**config.mk**
```make
export PLATFORM = sky130hd
export DESIGN_NAME = spi_adc_channel_reader_averaging
export DESIGN_NICKNAME = d
export VERILOG_FILES = /design/src/design/spiadc_pkg.sv /design/src/design/spi_adc_channel_reader_averaging.sv /design/src/design/spiadc_div.sv /design/src/design/spiadc_dpath.sv /design/src/design/spiadc_ctrl.sv
export SDC_FILE = /design/constraint.sdc
export NUM_CORES = 1
export LEC_CHECK = 0
export ABC_CLOCK_PERIOD_IN_PS = 12950
export BUFFER_PORTS_ARGS = -buffer_cell sky130_fd_sc_hd__buf_2
export CAP_MARGIN = 20
export CORE_UTILIZATION = 50
export CTS_BUF_LIST = sky130_fd_sc_hd__clkbuf_4 sky130_fd_sc_hd__clkbuf_8
export DETAILED_ROUTE_END_ITERATION = 7
export PLACE_DENSITY = 0.68
export SLEW_MARGIN = 20
export SYNTH_ARGS = -nofsm -noshare
export SYNTH_HDL_FRONTEND = slang
export SYNTH_HIERARCHICAL = 1
export SYNTH_SLANG_ARGS = --single-unit
export TNS_END_PERCENT = 20
```
**constraint.sdc**
```tcl
create_clock -name clock -period 12.95 [get_ports clock]
set_clock_uncertainty 0.2 [all_clocks]
set_input_delay 1.295 -clock clock [delete_from_list [all_inputs] [get_ports clock]]
set_output_delay 1.295 -clock clock [all_outputs]
set_load 0.01 [all_outputs]
```
**src/design/spiadc_pkg.sv**
```systemverilog
// Shared types, constants and controller/datapath interface of the SPI converter reader.
package spiadc_pkg;

   localparam int ChannelW           = 4;
   localparam int ReadCountW         = 8;
   localparam int HalfPeriodW        = 16;
   localparam int AvgW               = 11;
   localparam int ChanSelW           = 3;
   localparam int CommandBits        = 5;
   localparam int CmdShiftW          = 8;
   localparam int ReceiveBitsDefault = 12;
   localparam int MaxReads           = 255;

   localparam logic [ChannelW-1:0]    MaxChannel      = 4'd7;
   localparam logic [HalfPeriodW-1:0] HalfPeriodReset = 16'd200;
   // start bit and single-ended bit ahead of the channel select
   localparam logic [1:0]             CmdPrefix       = 2'b11;
   localparam logic [AvgW-1:0]        AvgMax          = '1;

   typedef struct packed {
      logic                  start_req;
      logic [ChannelW-1:0]   channel;
      logic [ReadCountW-1:0] read_count;
      logic                  miso;
   } req_type;

   typedef struct packed {
      logic            sclk;
      logic            mosi;
      logic            cs_n;
      logic            busy_res;
      logic            done_res;
      logic            error;
      logic [AvgW-1:0] average;
   } rsp_type;

   typedef enum logic [9:0] {
      ST_IDLE     = 10'b0000000001,
      ST_SETUP    = 10'b0000000010,
      ST_CMD_LOW  = 10'b0000000100,
      ST_CMD_HIGH = 10'b0000001000,
      ST_RX_LOW   = 10'b0000010000,
      ST_RX_HIGH  = 10'b0000100000,
      ST_TAIL     = 10'b0001000000,
      ST_DIV_LOAD = 10'b0010000000,
      ST_DIV_RUN  = 10'b0100000000,
      ST_FINISH   = 10'b1000000000
   } state_type;

   // controller -> datapath
   typedef struct packed {
      logic load;         // latch channel and count, clear sum
      logic begin_frame;  // reload command shifter, clear counters
      logic run;          // advance the phase tick counter
      logic shift_cmd;    // next command bit
      logic bit_inc;
      logic bit_clear;
      logic sample;       // shift miso into the receive register
      logic accumulate;   // add frame value, count down reads
      logic div_start;
   } dp_cmd_type;

   // datapath -> controller
   typedef struct packed {
      logic            phase_over;
      logic            tick_zero;
      logic            bit_nonzero;
      logic            cmd_last;
      logic            rx_last;
      logic            last_read;
      logic            mosi_bit;
      logic            div_done;
      logic [AvgW-1:0] quotient;
   } dp_sts_type;

endpackage

```
**src/design/spi_adc_channel_reader_averaging.sv**
```systemverilog
// Top level: SPI converter reader with averaging, one item per time tick.
//
//  port group  dir  handshake            payload
//  req_*       in   req_valid/req_ready  req_type: start_req, channel, read_count, miso
//  rsp_*       out  rsp_valid/rsp_ready  rsp_type: pins, busy, done, error, average
//  csr_*       in   csr_we (no wait)     csr_wdata: half period in ticks
//
// Every accepted item is one tick and yields exactly one item on rsp.
// Ticks are taken one per clock while a request runs or the block is idle, as long as the rsp side does not stall.
// After the tail of the last frame the input stalls in the divider load and run states
// while the restoring divider forms the average.
// rsp sits behind one output register; a new item is taken as soon as the
// waiting one leaves, so a stalled rsp side stalls req by the same amount.
// Synchronous active-high reset; half period comes up at 200 ticks.
module spi_adc_channel_reader_averaging import spiadc_pkg::*; #(
   parameter int RECEIVE_BITS = ReceiveBitsDefault
) (
   input  logic                   clock,
   input  logic                   reset,
   input  logic                   req_valid,
   output logic                   req_ready,
   input  req_type                req_data,
   output logic                   rsp_valid,
   input  logic                   rsp_ready,
   output rsp_type                rsp_data,
   input  logic                   csr_we,
   input  logic [HalfPeriodW-1:0] csr_wdata
);

   dp_cmd_type cmd;
   dp_sts_type sts;
   rsp_type    rsp_next;
   rsp_type    rsp_data_ff, rsp_data_in;
   logic       rsp_valid_ff, rsp_valid_in;
   logic       tick;
   logic       out_free;

   // output slot is free when empty or being drained this cycle
   assign out_free = !rsp_valid_ff || rsp_ready;
   assign tick     = req_valid && req_ready;

   spiadc_ctrl u_ctrl (
      .clock     (clock),
      .reset     (reset),
      .req_data  (req_data),
      .tick      (tick),
      .out_free  (out_free),
      .sts       (sts),
      .req_ready (req_ready),
      .cmd       (cmd),
      .rsp_next  (rsp_next)
   );

   spiadc_dpath #(
      .RECEIVE_BITS (RECEIVE_BITS)
   ) u_dpath (
      .clock     (clock),
      .reset     (reset),
      .csr_we    (csr_we),
      .csr_wdata (csr_wdata),
      .req_data  (req_data),
      .cmd       (cmd),
      .sts       (sts)
   );

   // output register: loaded with the pin levels of each accepted tick
   always_comb begin
      rsp_valid_in = rsp_valid_ff;
      rsp_data_in  = rsp_data_ff;
      if (tick) begin
         rsp_valid_in = 1'b1;
         rsp_data_in  = rsp_next;
      end else if (rsp_ready) begin
         rsp_valid_in = 1'b0;
      end
   end

   always_ff @(posedge clock) begin
      if (reset) begin
         rsp_valid_ff <= 1'b0;
      end else begin
         rsp_valid_ff <= rsp_valid_in;
      end
      rsp_data_ff <= rsp_data_in;
   end

   assign rsp_valid = rsp_valid_ff;
   assign rsp_data  = rsp_data_ff;

endmodule

```
**src/design/spiadc_div.sv**
```systemverilog
// Restoring divider, one quotient bit per cycle.
module spiadc_div import spiadc_pkg::*; #(
   parameter int DIVIDEND_W = ReceiveBitsDefault - 1 + ReadCountW,
   parameter int DIVISOR_W  = ReadCountW
) (
   input  logic                  clock,
   input  logic                  reset,
   input  logic                  start,
   input  logic [DIVIDEND_W-1:0] dividend,
   input  logic [DIVISOR_W-1:0]  divisor,
   output logic                  done,
   output logic [DIVIDEND_W-1:0] quotient
);

   localparam int CntW = $clog2(DIVIDEND_W + 1);

   logic [CntW-1:0]       cnt_ff, cnt_in;
   logic                  done_ff, done_in;
   logic [DIVIDEND_W-1:0] quo_ff, quo_in;
   logic [DIVISOR_W-1:0]  rem_ff, rem_in;
   logic [DIVISOR_W-1:0]  dvs_ff, dvs_in;
   logic [DIVISOR_W:0]    trial;
   logic [DIVISOR_W-1:0]  diff;
   logic                  fits, running;

   assign running = (cnt_ff != '0);
   assign trial   = {rem_ff, quo_ff[DIVIDEND_W-1]};
   assign fits    = (trial >= {1'b0, dvs_ff});
   // remainder after a fitting subtract is below the divisor, so the low bits suffice
   assign diff    = trial[DIVISOR_W-1:0] - dvs_ff;

   always_comb begin
      cnt_in  = cnt_ff;
      quo_in  = quo_ff;
      rem_in  = rem_ff;
      dvs_in  = dvs_ff;
      done_in = 1'b0;
      if (start) begin
         cnt_in = CntW'(DIVIDEND_W);
         quo_in = dividend;
         rem_in = '0;
         dvs_in = divisor;
      end else if (running) begin
         cnt_in  = cnt_ff - 1'b1;
         quo_in  = {quo_ff[DIVIDEND_W-2:0], fits};
         rem_in  = fits ? diff : trial[DIVISOR_W-1:0];
         done_in = (cnt_ff == CntW'(1));
      end
   end

   always_ff @(posedge clock) begin
      if (reset) begin
         cnt_ff  <= '0;
         done_ff <= 1'b0;
      end else begin
         cnt_ff  <= cnt_in;
         done_ff <= done_in;
      end
      quo_ff <= quo_in;
      rem_ff <= rem_in;
      dvs_ff <= dvs_in;
   end

   assign done     = done_ff;
   assign quotient = quo_ff;

endmodule

```
**src/design/spiadc_dpath.sv**
```systemverilog
// Datapath: phase timer, bit counter, shifters, accumulator and averaging divider.
module spiadc_dpath import spiadc_pkg::*; #(
   parameter int RECEIVE_BITS = ReceiveBitsDefault
) (
   input  logic                   clock,
   input  logic                   reset,
   input  logic                   csr_we,
   input  logic [HalfPeriodW-1:0] csr_wdata,
   input  req_type                req_data,
   input  dp_cmd_type             cmd,
   output dp_sts_type             sts
);

   localparam int RxValW = RECEIVE_BITS - 1;
   localparam int SumW   = RxValW + ReadCountW;
   localparam int BitW   = $clog2(RECEIVE_BITS);
   localparam logic [SumW-1:0] AvgMaxWide = SumW'(AvgMax);

   logic [HalfPeriodW-1:0]  half_ff, half_in;
   logic [HalfPeriodW-1:0]  tick_ff, tick_in;
   logic [BitW-1:0]         bit_ff, bit_in;
   logic [CmdShiftW-1:0]    cmdsh_ff, cmdsh_in;
   logic [RECEIVE_BITS-1:0] rx_ff, rx_in;
   logic [SumW-1:0]         sum_ff, sum_in;
   logic [ReadCountW-1:0]   remain_ff, remain_in;
   logic [ReadCountW-1:0]   reads_ff, reads_in;
   logic [ChanSelW-1:0]     chan_ff, chan_in;
   logic [AvgW-1:0]         quot_ff, quot_in;

   logic [HalfPeriodW-1:0]  phase_len;
   logic                    phase_over;
   logic [ChanSelW-1:0]     chan_src;
   logic [BitW:0]           bit_plus;
   logic                    div_done;
   logic [SumW-1:0]         div_q;

   // a zero half period behaves as one tick
   assign phase_len  = (half_ff == '0) ? HalfPeriodW'(1) : half_ff;
   assign phase_over = ({1'b0, tick_ff} + 1'b1) >= {1'b0, phase_len};
   assign bit_plus   = {1'b0, bit_ff} + 1'b1;
   assign chan_src   = cmd.load ? req_data.channel[ChanSelW-1:0] : chan_ff;

   always_comb begin
      half_in   = csr_we ? csr_wdata : half_ff;
      tick_in   = tick_ff;
      bit_in    = bit_ff;
      cmdsh_in  = cmdsh_ff;
      rx_in     = rx_ff;
      sum_in    = sum_ff;
      remain_in = remain_ff;
      reads_in  = reads_ff;
      chan_in   = chan_ff;
      quot_in   = quot_ff;

      if (cmd.load) begin
         chan_in   = req_data.channel[ChanSelW-1:0];
         reads_in  = req_data.read_count;
         remain_in = req_data.read_count;
         sum_in    = '0;
      end

      if (cmd.begin_frame) begin
         cmdsh_in = {CmdPrefix, chan_src, {(CmdShiftW - ChanSelW - 2){1'b0}}};
         rx_in    = '0;
         bit_in   = '0;
         tick_in  = '0;
      end

      if (cmd.run) begin
         tick_in = phase_over ? '0 : tick_ff + 1'b1;
      end
      if (cmd.shift_cmd) begin
         cmdsh_in = {cmdsh_ff[CmdShiftW-2:0], 1'b0};
      end
      if (cmd.bit_clear) begin
         bit_in = '0;
      end else if (cmd.bit_inc) begin
         bit_in = bit_plus[BitW-1:0];
      end

      if (cmd.sample) begin
         rx_in = {rx_ff[RECEIVE_BITS-2:0], req_data.miso};
      end
      // the last bit clocked in is dropped
      if (cmd.accumulate) begin
         sum_in = sum_ff + SumW'(rx_in[RECEIVE_BITS-1:1]);
         if (remain_ff != '0) begin
            remain_in = remain_ff - 1'b1;
         end
      end

      if (div_done) begin
         quot_in = (div_q > AvgMaxWide) ? AvgMax : div_q[AvgW-1:0];
      end
   end

   always_ff @(posedge clock) begin
      if (reset) begin
         half_ff   <= HalfPeriodReset;
         tick_ff   <= '0;
         bit_ff    <= '0;
         cmdsh_ff  <= '0;
         rx_ff     <= '0;
         sum_ff    <= '0;
         remain_ff <= '0;
         reads_ff  <= '0;
         chan_ff   <= '0;
         quot_ff   <= '0;
      end else begin
         half_ff   <= half_in;
         tick_ff   <= tick_in;
         bit_ff    <= bit_in;
         cmdsh_ff  <= cmdsh_in;
         rx_ff     <= rx_in;
         sum_ff    <= sum_in;
         remain_ff <= remain_in;
         reads_ff  <= reads_in;
         chan_ff   <= chan_in;
         quot_ff   <= quot_in;
      end
   end

   spiadc_div #(
      .DIVIDEND_W (SumW),
      .DIVISOR_W  (ReadCountW)
   ) u_div (
      .clock    (clock),
      .reset    (reset),
      .start    (cmd.div_start),
      .dividend (sum_ff),
      .divisor  (reads_ff),
      .done     (div_done),
      .quotient (div_q)
   );

   assign sts.phase_over  = phase_over;
   assign sts.tick_zero   = (tick_ff == '0);
   assign sts.bit_nonzero = (bit_ff != '0);
   assign sts.cmd_last    = bit_plus >= (BitW+1)'(CommandBits);
   assign sts.rx_last     = bit_plus >= (BitW+1)'(RECEIVE_BITS);
   assign sts.last_read   = (remain_ff <= ReadCountW'(1));
   assign sts.mosi_bit    = cmdsh_ff[CmdShiftW-1];
   assign sts.div_done    = div_done;
   assign sts.quotient    = quot_ff;

endmodule

```
**src/design/spiadc_ctrl.sv**
```systemverilog
// Controller: frame sequencing state machine, datapath commands and pin levels.
module spiadc_ctrl import spiadc_pkg::*; (
   input  logic       clock,
   input  logic       reset,
   input  req_type    req_data,
   input  logic       tick,
   input  logic       out_free,
   input  dp_sts_type sts,
   output logic       req_ready,
   output dp_cmd_type cmd,
   output rsp_type    rsp_next
);

   state_type state_ff, state_in;
   logic      req_ok;
   logic      accept_state;

   assign req_ok = (req_data.channel <= MaxChannel) &&
                   (req_data.read_count != '0) &&
                   (int'(req_data.read_count) <= MaxReads);

   always_comb begin
      cmd              = '0;
      rsp_next         = '0;
      rsp_next.cs_n    = 1'b1;
      state_in         = state_ff;
      accept_state     = 1'b1;

      unique case (state_ff)
         ST_IDLE: begin
            if (req_data.start_req) begin
               if (req_ok) begin
                  rsp_next.busy_res = 1'b1;
                  cmd.load          = tick;
                  cmd.begin_frame   = tick;
                  if (tick) state_in = ST_CMD_LOW;
               end else begin
                  rsp_next.done_res = 1'b1;
                  rsp_next.error    = 1'b1;
               end
            end
         end
         ST_SETUP: begin
            rsp_next.busy_res = 1'b1;
            cmd.begin_frame   = tick;
            if (tick) state_in = ST_CMD_LOW;
         end
         ST_CMD_LOW: begin
            rsp_next.busy_res = 1'b1;
            rsp_next.cs_n     = 1'b0;
            rsp_next.mosi     = sts.mosi_bit;
            cmd.run           = tick;
            if (tick && sts.phase_over) state_in = ST_CMD_HIGH;
         end
         ST_CMD_HIGH: begin
            rsp_next.busy_res = 1'b1;
            rsp_next.cs_n     = 1'b0;
            rsp_next.sclk     = 1'b1;
            rsp_next.mosi     = sts.mosi_bit;
            cmd.run           = tick;
            if (tick && sts.phase_over) begin
               cmd.shift_cmd = 1'b1;
               if (sts.cmd_last) begin
                  cmd.bit_clear = 1'b1;
                  state_in      = ST_RX_LOW;
               end else begin
                  cmd.bit_inc = 1'b1;
                  state_in    = ST_CMD_LOW;
               end
            end
         end
         ST_RX_LOW: begin
            rsp_next.busy_res = 1'b1;
            rsp_next.cs_n     = 1'b0;
            cmd.run           = tick;
            cmd.sample        = tick && sts.tick_zero && sts.bit_nonzero;
            if (tick && sts.phase_over) state_in = ST_RX_HIGH;
         end
         ST_RX_HIGH: begin
            rsp_next.busy_res = 1'b1;
            rsp_next.cs_n     = 1'b0;
            rsp_next.sclk     = 1'b1;
            cmd.run           = tick;
            if (tick && sts.phase_over) begin
               if (sts.rx_last) begin
                  cmd.bit_clear = 1'b1;
                  state_in      = ST_TAIL;
               end else begin
                  cmd.bit_inc = 1'b1;
                  state_in    = ST_RX_LOW;
               end
            end
         end
         ST_TAIL: begin
            rsp_next.busy_res = 1'b1;
            rsp_next.cs_n     = 1'b0;
            cmd.run           = tick;
            cmd.sample        = tick && sts.tick_zero;
            if (tick && sts.phase_over) begin
               cmd.accumulate = 1'b1;
               state_in       = sts.last_read ? ST_DIV_LOAD : ST_SETUP;
            end
         end
         ST_DIV_LOAD: begin
            accept_state  = 1'b0;
            cmd.div_start = 1'b1;
            state_in      = ST_DIV_RUN;
         end
         ST_DIV_RUN: begin
            accept_state = 1'b0;
            if (sts.div_done) state_in = ST_FINISH;
         end
         ST_FINISH: begin
            rsp_next.done_res = 1'b1;
            rsp_next.average  = sts.quotient;
            if (tick) state_in = ST_IDLE;
         end
         default: begin
            accept_state = 1'b0;
            state_in     = ST_IDLE;
         end
      endcase
   end

   always_ff @(posedge clock) begin
      if (reset) begin
         state_ff <= ST_IDLE;
      end else begin
         state_ff <= state_in;
      end
   end

   assign req_ready = accept_state && out_free;

endmodule

```
==> results of run 1 <==
[cell type report]
type | instances | area, µm² | share of cell area, %
clock inverters | 14 | 181 | 1.82
clock buffers | 18 | 241 | 2.42
flip-flops and latches | 171 | 3860 | 38.7
well taps | 229 | 287 | 2.87
repair buffers | 59 | 313 | 3.13
multi-input cells | 735 | 4900 | 49.0
diodes | 1 | 2.50 | 0.0250
inverters | 56 | 210 | 2.10
[flip-flops by register name (all words and copies together) (netlist names), 3 cells and up]
signal / cells
u_dpath/remain_ff: 8
u_dpath/u_div/rem_ff: 8
u_dpath/bit_ff: 4
u_dpath/reads_ff: 8
u_dpath/tick_ff: 16
u_dpath/cmdsh_ff: 5
u_ctrl/state_ff: 10
u_dpath/half_ff: 16
u_dpath/rx_ff: 12
u_dpath/chan_ff: 3
u_dpath/sum_ff: 19
u_dpath/u_div/cnt_ff: 5
rsp_data: 17
u_dpath/u_div/quotient: 19
u_dpath/quot_ff: 11
u_dpath/u_div/dvs_ff: 8
[Yosys cell counts (all sizes together), types with 5 or more instances]
| cell type | n | area share [%] |
|---|---|---|
| nor2 | 114 | 4.6 |
| or2 | 15 | 1.0 |
| and3 | 12 | 0.81 |
| edfxtp | 44 | 14 |
| a31oi | 8 | 0.54 |
| a22o | 7 | 0.67 |
| xor2 | 7 | 0.67 |
| and2 | 31 | 2.1 |
| o211ai | 13 | 1.1 |
| a32oi | 9 | 0.86 |
| ha | 45 | 6.1 |
| a21o | 8 | 0.65 |
| a2111oi | 5 | 0.48 |
| o31ai | 6 | 0.49 |
| nand3 | 31 | 1.7 |
| buf | 16 | 1.1 |
| a21oi | 65 | 3.7 |
| nor3 | 29 | 1.6 |
| inv | 56 | 2.3 |
| mux2i | 27 | 2.9 |
| or4 | 7 | 0.65 |
| o21a | 7 | 0.57 |
| o221a | 11 | 1.3 |
| nand2 | 69 | 2.8 |
| nor2b | 12 | 0.81 |
| xnor2 | 16 | 1.5 |
| mux2 | 19 | 2.3 |
| a211oi | 6 | 0.49 |
| nand4 | 9 | 0.61 |
| clkbuf | 40 | 1.8 |
| o21ai | 50 | 2.7 |
| nor4 | 17 | 1.2 |
| nand2b | 14 | 1.0 |
| dfxtp | 127 | 28 |
| o41ai | 5 | 0.68 |
[report_power, final]
| group | leakage (nW) | internal, mW | switching, mW | total, mW |
|---|---|---|---|---|
| Sequential | 1.46 | 0.657 | 0.0591 | 0.716 |
| Combinational | 2.27 | 0.181 | 0.262 | 0.444 |
| Clock | 0.212 | 0.198 | 0.208 | 0.406 |
[metal layers]
| layer | vias to the layer above | GRT usage, % | part of all wire (%) |
|---|---|---|---|
| li1 | 3733 | - | - |
| met1 | 3442 | 31.3 | 48 |
| met2 | 189 | 35.7 | 45 |
| met3 | 19 | 5.19 | 5.4 |
| met4 | 0 | 5.62 | 1.0 |
| met5 | - | 0 | 0 |
[worst min path at each step]
stage | startpoint | end | slack (ns) | cells after the start
2_1_floorplan | u_dpath/reads_ff[2] | u_dpath/u_div/dvs_ff[2] | 0.21 | 0
3_3_place_gp | u_dpath/reads_ff[2] | u_dpath/u_div/dvs_ff[2] | 0.23 | 0
3_5_place_dp | u_dpath/reads_ff[2] | u_dpath/u_div/dvs_ff[2] | 0.23 | 0
4_1_cts | u_dpath/reads_ff[2] | u_dpath/u_div/dvs_ff[2] | 0.25 | 0
5_1_grt | u_dpath/reads_ff[2] | u_dpath/u_div/dvs_ff[2] | 0.26 | 0
6_report | u_dpath/reads_ff[2] | u_dpath/u_div/dvs_ff[2] | 0.25 | 0
[cell families (layout without fill, tap and decap cells)]
logic type	after synthesis	in the layout	share of synthesized area (%)
buffers and inverters	112	147	5.17
XOR/XNOR	23	23	2.19
multiplexers	46	46	5.25
AND/OR/NAND/NOR	384	384	21.2
adder cells (fa/ha/maj)	47	47	6.54
other	0	1	0
AO/OA/AOI/OAI	235	235	17.7
flip-flops	171	171	41.9
[worst max-delay path: cells and delay by family (launching register included)]
kind | cells | cell delay, ns
adder cells (fa/ha/maj) | 2 | 0.38
AND/OR/NAND/NOR | 6 | 2.03
flip-flops | 1 | 0.44
AO/OA/AOI/OAI | 9 | 2.30
buffers and inverters | 2 | 0.73
[through the flow]
step | hold slack, ns | cell area (µm²)
global placement | 0.225 | 9560
CTS | 0.247 | 9980
floorplan | 0.208 | 9220
global route | 0.262 | 9990
finish | 0.248 | 9990
detailed placement | 0.230 | 9560
[cell usage in the layout (no fill, tap or decap), drive strengths merged, types with 18 or more instances in the layout]
cell type and count:
o21ai 50, nand3 31, nor2 114, edfxtp 44, mux2i 27, a21oi 65
ha 45, nor3 29, inv 63, nand2 69, clkbuf 18, dfxtp 127
mux2 19, and2 31, buf 59
==> metrics.log, run 1 <==
INFO  metric status = complete, no violations
INFO  metric post_detailed_placement_half_perimeter_wirelength = around 15000 µm
INFO  metric io_buffers = 53
INFO  metric total_negative_slack = 0 ns
INFO  metric postSynthNetCount = 1100
INFO  metric number_of_antenna_violations_at_the_first_check_in_global_routing = 1
INFO  metric preCtsSetupSlack = 6.92 ns
INFO  metric timing_startpoint_of_the_critical_path = u_ctrl/state_ff[6]
INFO  metric post-route-drc-count = 0
INFO  metric row_count = 49
INFO  metric startpoint_type = flip-flop
INFO  metric fillCellCount = roughly 1700
INFO  metric num_cts_buffers = 17
INFO  metric synth_cell_type_count = 82
INFO  metric maxClockFrequency = around 160 MHz
INFO  metric routed_wirelength = between 20000 and 25000 µm
INFO  metric total_of_max_cap_violations = 0
INFO  metric syn_inst = roughly 1000
INFO  metric worst_ep_arrival_time = approximately 6.3 ns
INFO  metric synthesis.area = slightly above 9000 µm²
INFO  metric final_gp_congestion = between 0.8 and 0.9
INFO  metric htree_num_levels = 4
INFO  metric numClockSinks = between 150 and 200
INFO  metric regToRegStartpoint = u_ctrl/state_ff[6]
INFO  metric asyncSetResetFlopFracSynth = 0%
INFO  metric postSynthAreaPerCell = roughly 9.1 µm²
INFO  metric overflow = 0
INFO  metric post-layout-total-power = 1.57 mW
INFO  metric clk_pin_slew = about 0.10 ns
INFO  metric worstSetupEndpoint = u_dpath/sum_ff[10]
INFO  metric worst-path-max-fanout = 23
INFO  metric cts_tree = built
INFO  metric cts-hold-fix-buffers = 0
INFO  metric critical_path.max_stage_delay = roughly 0.81 ns
INFO  metric number_of_standard_cells_in_the_layout_taps_in_and_fillers_out = between 1000 and 1500
INFO  metric powerDensity = between 150 and 200 nW/µm²
INFO  metric routed-via-count = between 7000 and 8000
INFO  metric synth-main-ff-cell = sky130_fd_sc_hd__dfxtp_1
INFO  metric num_io_pins = 54
INFO  metric final.period_utilization = 47.8%
INFO  metric total_leakage_power = 3.94 nW
INFO  metric floorplan.initialDensity = between 50% and 60%
INFO  metric pin_count_of_the_biggest_net_entering_global_routing = between 80 and 90
INFO  metric critical_path.cell_chain = nor4_1, o211ai_1, a21oi_1, o21a_1, nand2_1, inv_1, nand2_1, nor2_1, nor2_1, a22o_1, ha_1, inv_1, fa_1, nor2b_1, o21a_1, o21ai_0, a211o_1, a2111oi_0, a311o_1
INFO  metric worst-endpoint-required = approximately 13 ns
INFO  metric cts.repair_timing.setup_buffer_count = 0
INFO  metric timing.reg2reg.worst_path_depth = 19
INFO  metric drt_pass1_iterations = 5
INFO  metric power.ir.vdd_worst = 0.0990 mV
INFO  metric cts.path.max_buffers = 2
INFO  metric grtUsageTotal = a little under a quarter
INFO  metric vias_per_cell = about 5.8
INFO  metric timing_hold_violations_final = 0
INFO  metric clock_period_minus_final_worst_setup_slack = about 6.2 ns
INFO  metric clk-insertion-delay-late = around 0.46 ns
INFO  metric fin_ws = approximately 6.8 ns
INFO  metric synth.ff_latch_count = 171
INFO  metric layout-area-overhead-vs-synth = 8.44%
INFO  metric seq_area_frac_synth = a little over two fifths
INFO  metric wl_per_cell = 16.0 µm
INFO  metric slowest_stage = sky130_fd_sc_hd__nor2_1
INFO  metric final_count_of_pins_violating_max_slew = 0
INFO  metric final_core_utilization = between 50% and 60%
INFO  metric layout-drive-gt1-share = around 15%
INFO  metric place.detailed.instances = 1249
INFO  metric detail_route.iter0.violations = 619
INFO  metric setup_repair_after_global_routing_missed_its_margin = no
INFO  metric worst_slew_pin_slew = about 1.0 ns
INFO  metric synth_edf_count = 44
INFO  metric dieHeight = roughly 140 µm
INFO  metric r2r_slack = slightly below 7 ns
INFO  metric post_cts.resized_instances = 0
INFO  metric first_global_vias = just under 7000
INFO  metric worstSetupPathType = reg -> reg
INFO  metric die_w = around 140 µm
INFO  metric hold_class = reg -> reg
INFO  metric drtAntennaViolNets = 0
INFO  metric core-area = around 18000 µm²
INFO  metric final_nets = about 1100
INFO  metric relSlewSlack = between 30% and 40%
INFO  metric fp.dieArea = between 15000 and 20000 µm²
INFO  metric timing.critical_path.to_type = flip-flop
INFO  metric setup_viol = 0
INFO  metric worstReg2RegEnd = u_dpath/sum_ff[10]
INFO  metric synthesis.yosys.warnings = 6
INFO  metric clockRootBuffer = sky130_fd_sc_hd__clkbuf_8
INFO  metric wire_length_of_the_first_global_routing_pass = between 30000 and 40000 µm
Note: power is estimated with default switching activity, not from simulation.
==> run 2: changes to the inputs <==
ABC_CLOCK_PERIOD_IN_PS = 5900   (was 12950)
clock period = 5.9 ns   (was 12.95 ns; I/O delays follow)
==> run 2 against run 1 <==
Compared with the run above:
- clock power up 110%
- die area is the same
- non-clock buffer count is 6 higher
- worst setup slack worse by 6.1 ns
- largest power group unchanged
==> metrics.log, run 2 (synthesized netlist as in run 1, its figures left out) <==
INFO  metric layout-area-overhead-vs-synth = 8.93%
INFO  metric row_count = between 40 and 50
INFO  metric relSlewSlack = between 30% and 40%
INFO  metric wl_met3 = ~1000 µm
INFO  metric worstPathBufferInverterCount = 2
INFO  metric final.period_utilization = roughly nine tenths
INFO  metric post_cts.resized_instances = 0
INFO  metric core-area = 18000 µm²
INFO  metric worst-endpoint-required = a little over 6 ns
INFO  metric layout-drive-gt1-share = about 15%
INFO  metric critical_path.cell_chain = or4_4, or2_4, or3_4, or4b_4, a2111oi_2, buf_4, a22o_1, ha_1, inv_1, fa_1, nor2b_1, o21a_1, o21ai_0, a211o_1, a2111oi_0, a311o_1
INFO  metric worst_slew_pin_slew = around 1 ns
INFO  metric setup_repair_after_global_routing_missed_its_margin = no
INFO  metric detail_route.iter0.violations = about 700
INFO  metric worst-path-max-fanout = 16
INFO  metric routed_wirelength = approximately 21000 µm
INFO  metric first_global_vias = around 6800
INFO  metric timing.reg2reg.worst_path_depth = 16
INFO  metric multi_input_comb_area = slightly below 5000 µm²
INFO  metric cts_tree = built
INFO  metric mostFrequentLayoutCells = sky130_fd_sc_hd__dfxtp_1, sky130_fd_sc_hd__nor2_1, sky130_fd_sc_hd__nand2_1, sky130_fd_sc_hd__a21oi_1, sky130_fd_sc_hd__inv_1
INFO  metric final_gp_congestion = ~0.87
INFO  metric total_of_max_cap_violations = 0
INFO  metric drtAntennaViolNets = 0
INFO  metric drt_pass1_iterations = 8
INFO  metric routed-via-count = around 7600
INFO  metric clockRootBuffer = sky130_fd_sc_hd__clkbuf_8
INFO  metric power.ir.vdd_worst = between 0.2 and 0.3 mV
INFO  metric total_negative_slack = 0 ns
INFO  metric wire_length_of_the_first_global_routing_pass = about 34000 µm
INFO  metric cts.repair_timing.setup_buffer_count = 0
INFO  metric cts.path.max_buffers = 2
INFO  metric die_w = about 140 µm
INFO  metric pin_count_of_the_biggest_net_entering_global_routing = 70
INFO  metric post-route-drc-count = 0
INFO  metric fp.dieArea = approximately 19000 µm²
INFO  metric vias_per_cell = between 5 and 6
INFO  metric num_cts_buffers = 17
INFO  metric number_of_antenna_violations_at_the_first_check_in_global_routing = 0
INFO  metric final_nets = around 1100
INFO  metric worst_ep_arrival_time = roughly 5.5 ns
INFO  metric io_buffers = between 50 and 60
INFO  metric dr.max_layer_used = met4
INFO  metric clock_period_minus_final_worst_setup_slack = roughly 5.3 ns
INFO  metric cts-hold-fix-buffers = 0
INFO  metric leading_cell_type_in_the_layout_fill_and_taps_excluded = sky130_fd_sc_hd__dfxtp_1
INFO  metric final_count_of_pins_violating_max_slew = 0
INFO  metric status = complete, no violations
INFO  metric startpoint_type = flip-flop
INFO  metric worstReg2RegEnd = u_dpath/sum_ff[10]
INFO  metric numClockSinks = about 170
INFO  metric post_detailed_placement_half_perimeter_wirelength = between 10000 and 15000 µm
INFO  metric powerDensity = 338 nW/µm²
INFO  metric worstSetupPathType = reg -> reg
INFO  metric slowest_stage = sky130_fd_sc_hd__or4_4
INFO  metric fillCellCount = about 1600
INFO  metric timing.critical_path.to_type = flip-flop
INFO  metric maxClockFrequency = ~190 MHz
INFO  metric htree_num_levels = 4
INFO  metric critical_path.max_stage_delay = 0.60 ns
INFO  metric wl_per_cell = 16.2 µm
INFO  metric clk_pin_slew = around 0.11 ns
INFO  metric worst_hold_path.endpoint = u_dpath/half_ff[6]
INFO  metric timing_hold_violations_final = 0
INFO  metric finalHoldWorstSlack = between 0.1 and 0.15 ns
INFO  metric dieHeight = 138 µm
INFO  metric crit_family = simple AND/OR/NAND/NOR gates
INFO  metric hold_start = csr_wdata[6]
INFO  metric regToRegStartpoint = u_ctrl/state_ff[3]
INFO  metric total_leakage_power = 3.97 nW
INFO  metric overflow = 0
INFO  metric grtUsageTotal = a little under a quarter
INFO  metric n_antenna_cell = 0
INFO  metric hold_depth = 3
INFO  metric hold_class = in -> reg
INFO  metric m1WireLength = 10100 µm
INFO  metric num_io_pins = 54
INFO  metric clk-insertion-delay-late = approximately 0.48 ns
INFO  metric floorplan.initialDensity = about half
INFO  metric r2r_slack = 0.63 ns
INFO  metric wl_met2 = 9390 µm
INFO  metric sequential_cell_area_in_the_final_layout = slightly below 4000 µm²
INFO  metric setup_viol = 0
-- run 2: cell count changes in the layout (fill, tap and decap cells not counted), sizes merged --
cell      delta
buf          +6
clkinv       +5
bufinv       -3
clkinvlp     -2
clkbuf       -1
diode        -1
inv          +1
-- run 2: worst max-delay path by stage --
| stage | startpoint | end | slack [ns] | depth (start not counted) |
|---|---|---|---|---|
| floorplan | u_ctrl/state_ff[6] | u_dpath/sum_ff[10] | 0.81 | 19 |
| global placement | u_ctrl/state_ff[3] | u_dpath/sum_ff[10] | 0.77 | 16 |
| detailed placement | u_ctrl/state_ff[3] | u_dpath/sum_ff[10] | 0.67 | 16 |
| CTS | u_ctrl/state_ff[3] | u_dpath/sum_ff[10] | 0.65 | 16 |
| global route | u_dpath/tick_ff[0] | u_dpath/sum_ff[17] | 0.22 | 20 |
| finish | u_ctrl/state_ff[3] | u_dpath/sum_ff[10] | 0.63 | 16 |
-- run 2: through the flow --
step	total power, mW	utilization [%]	instances	setup slack, ns	instance area, µm²
6_report	3.39	55.7	1288	0.629	10000
5_1_grt	3.60	55.7	1288	0.222	10000
4_1_cts	3.41	55.6	1286	0.646	10000
3_5_place_dp	2.56	53.2	1254	0.672	9600
3_3_place_gp	2.54	53.2	1254	0.774	9600
2_1_floorplan	2.32	-	1018	0.814	9220
-- run 2: cell type report --
type | count | area share [%]
Multi-Input combinational cell | 735 | 48.7
Sequential cell | 171 | 38.5
Clock inverter | 15 | 1.93
Inverter | 56 | 2.09
Tap cell | 229 | 2.85
Clock buffer | 17 | 2.33
Timing Repair Buffer | 65 | 3.56
-- run 2: layer usage --
| metal | vias to the layer above | GRT usage (%) |
|---|---|---|
| met3 | 26 | 4.12 |
| met2 | 226 | 35.6 |
| li1 | 3756 | - |
| met4 | 0 | 7.31 |
| met5 | - | 0 |
| met1 | 3588 | 31.6 |
-- run 2: power breakdown --
part	total (mW)	switching [mW]	internal [mW]
registers	1.57	0.126	1.44
clock network	0.853	0.521	0.332
logic	0.974	0.569	0.405
-- run 2: worst reg2reg max path: cells and delay by family, from the launching register on --
kind	cells	cell delay [ns]
AND/OR/NAND/NOR	5	1.92
flip-flops	1	0.39
buffers and inverters	2	0.32
adder cells (fa/ha/maj)	2	0.52
AO/OA/AOI/OAI	7	1.88
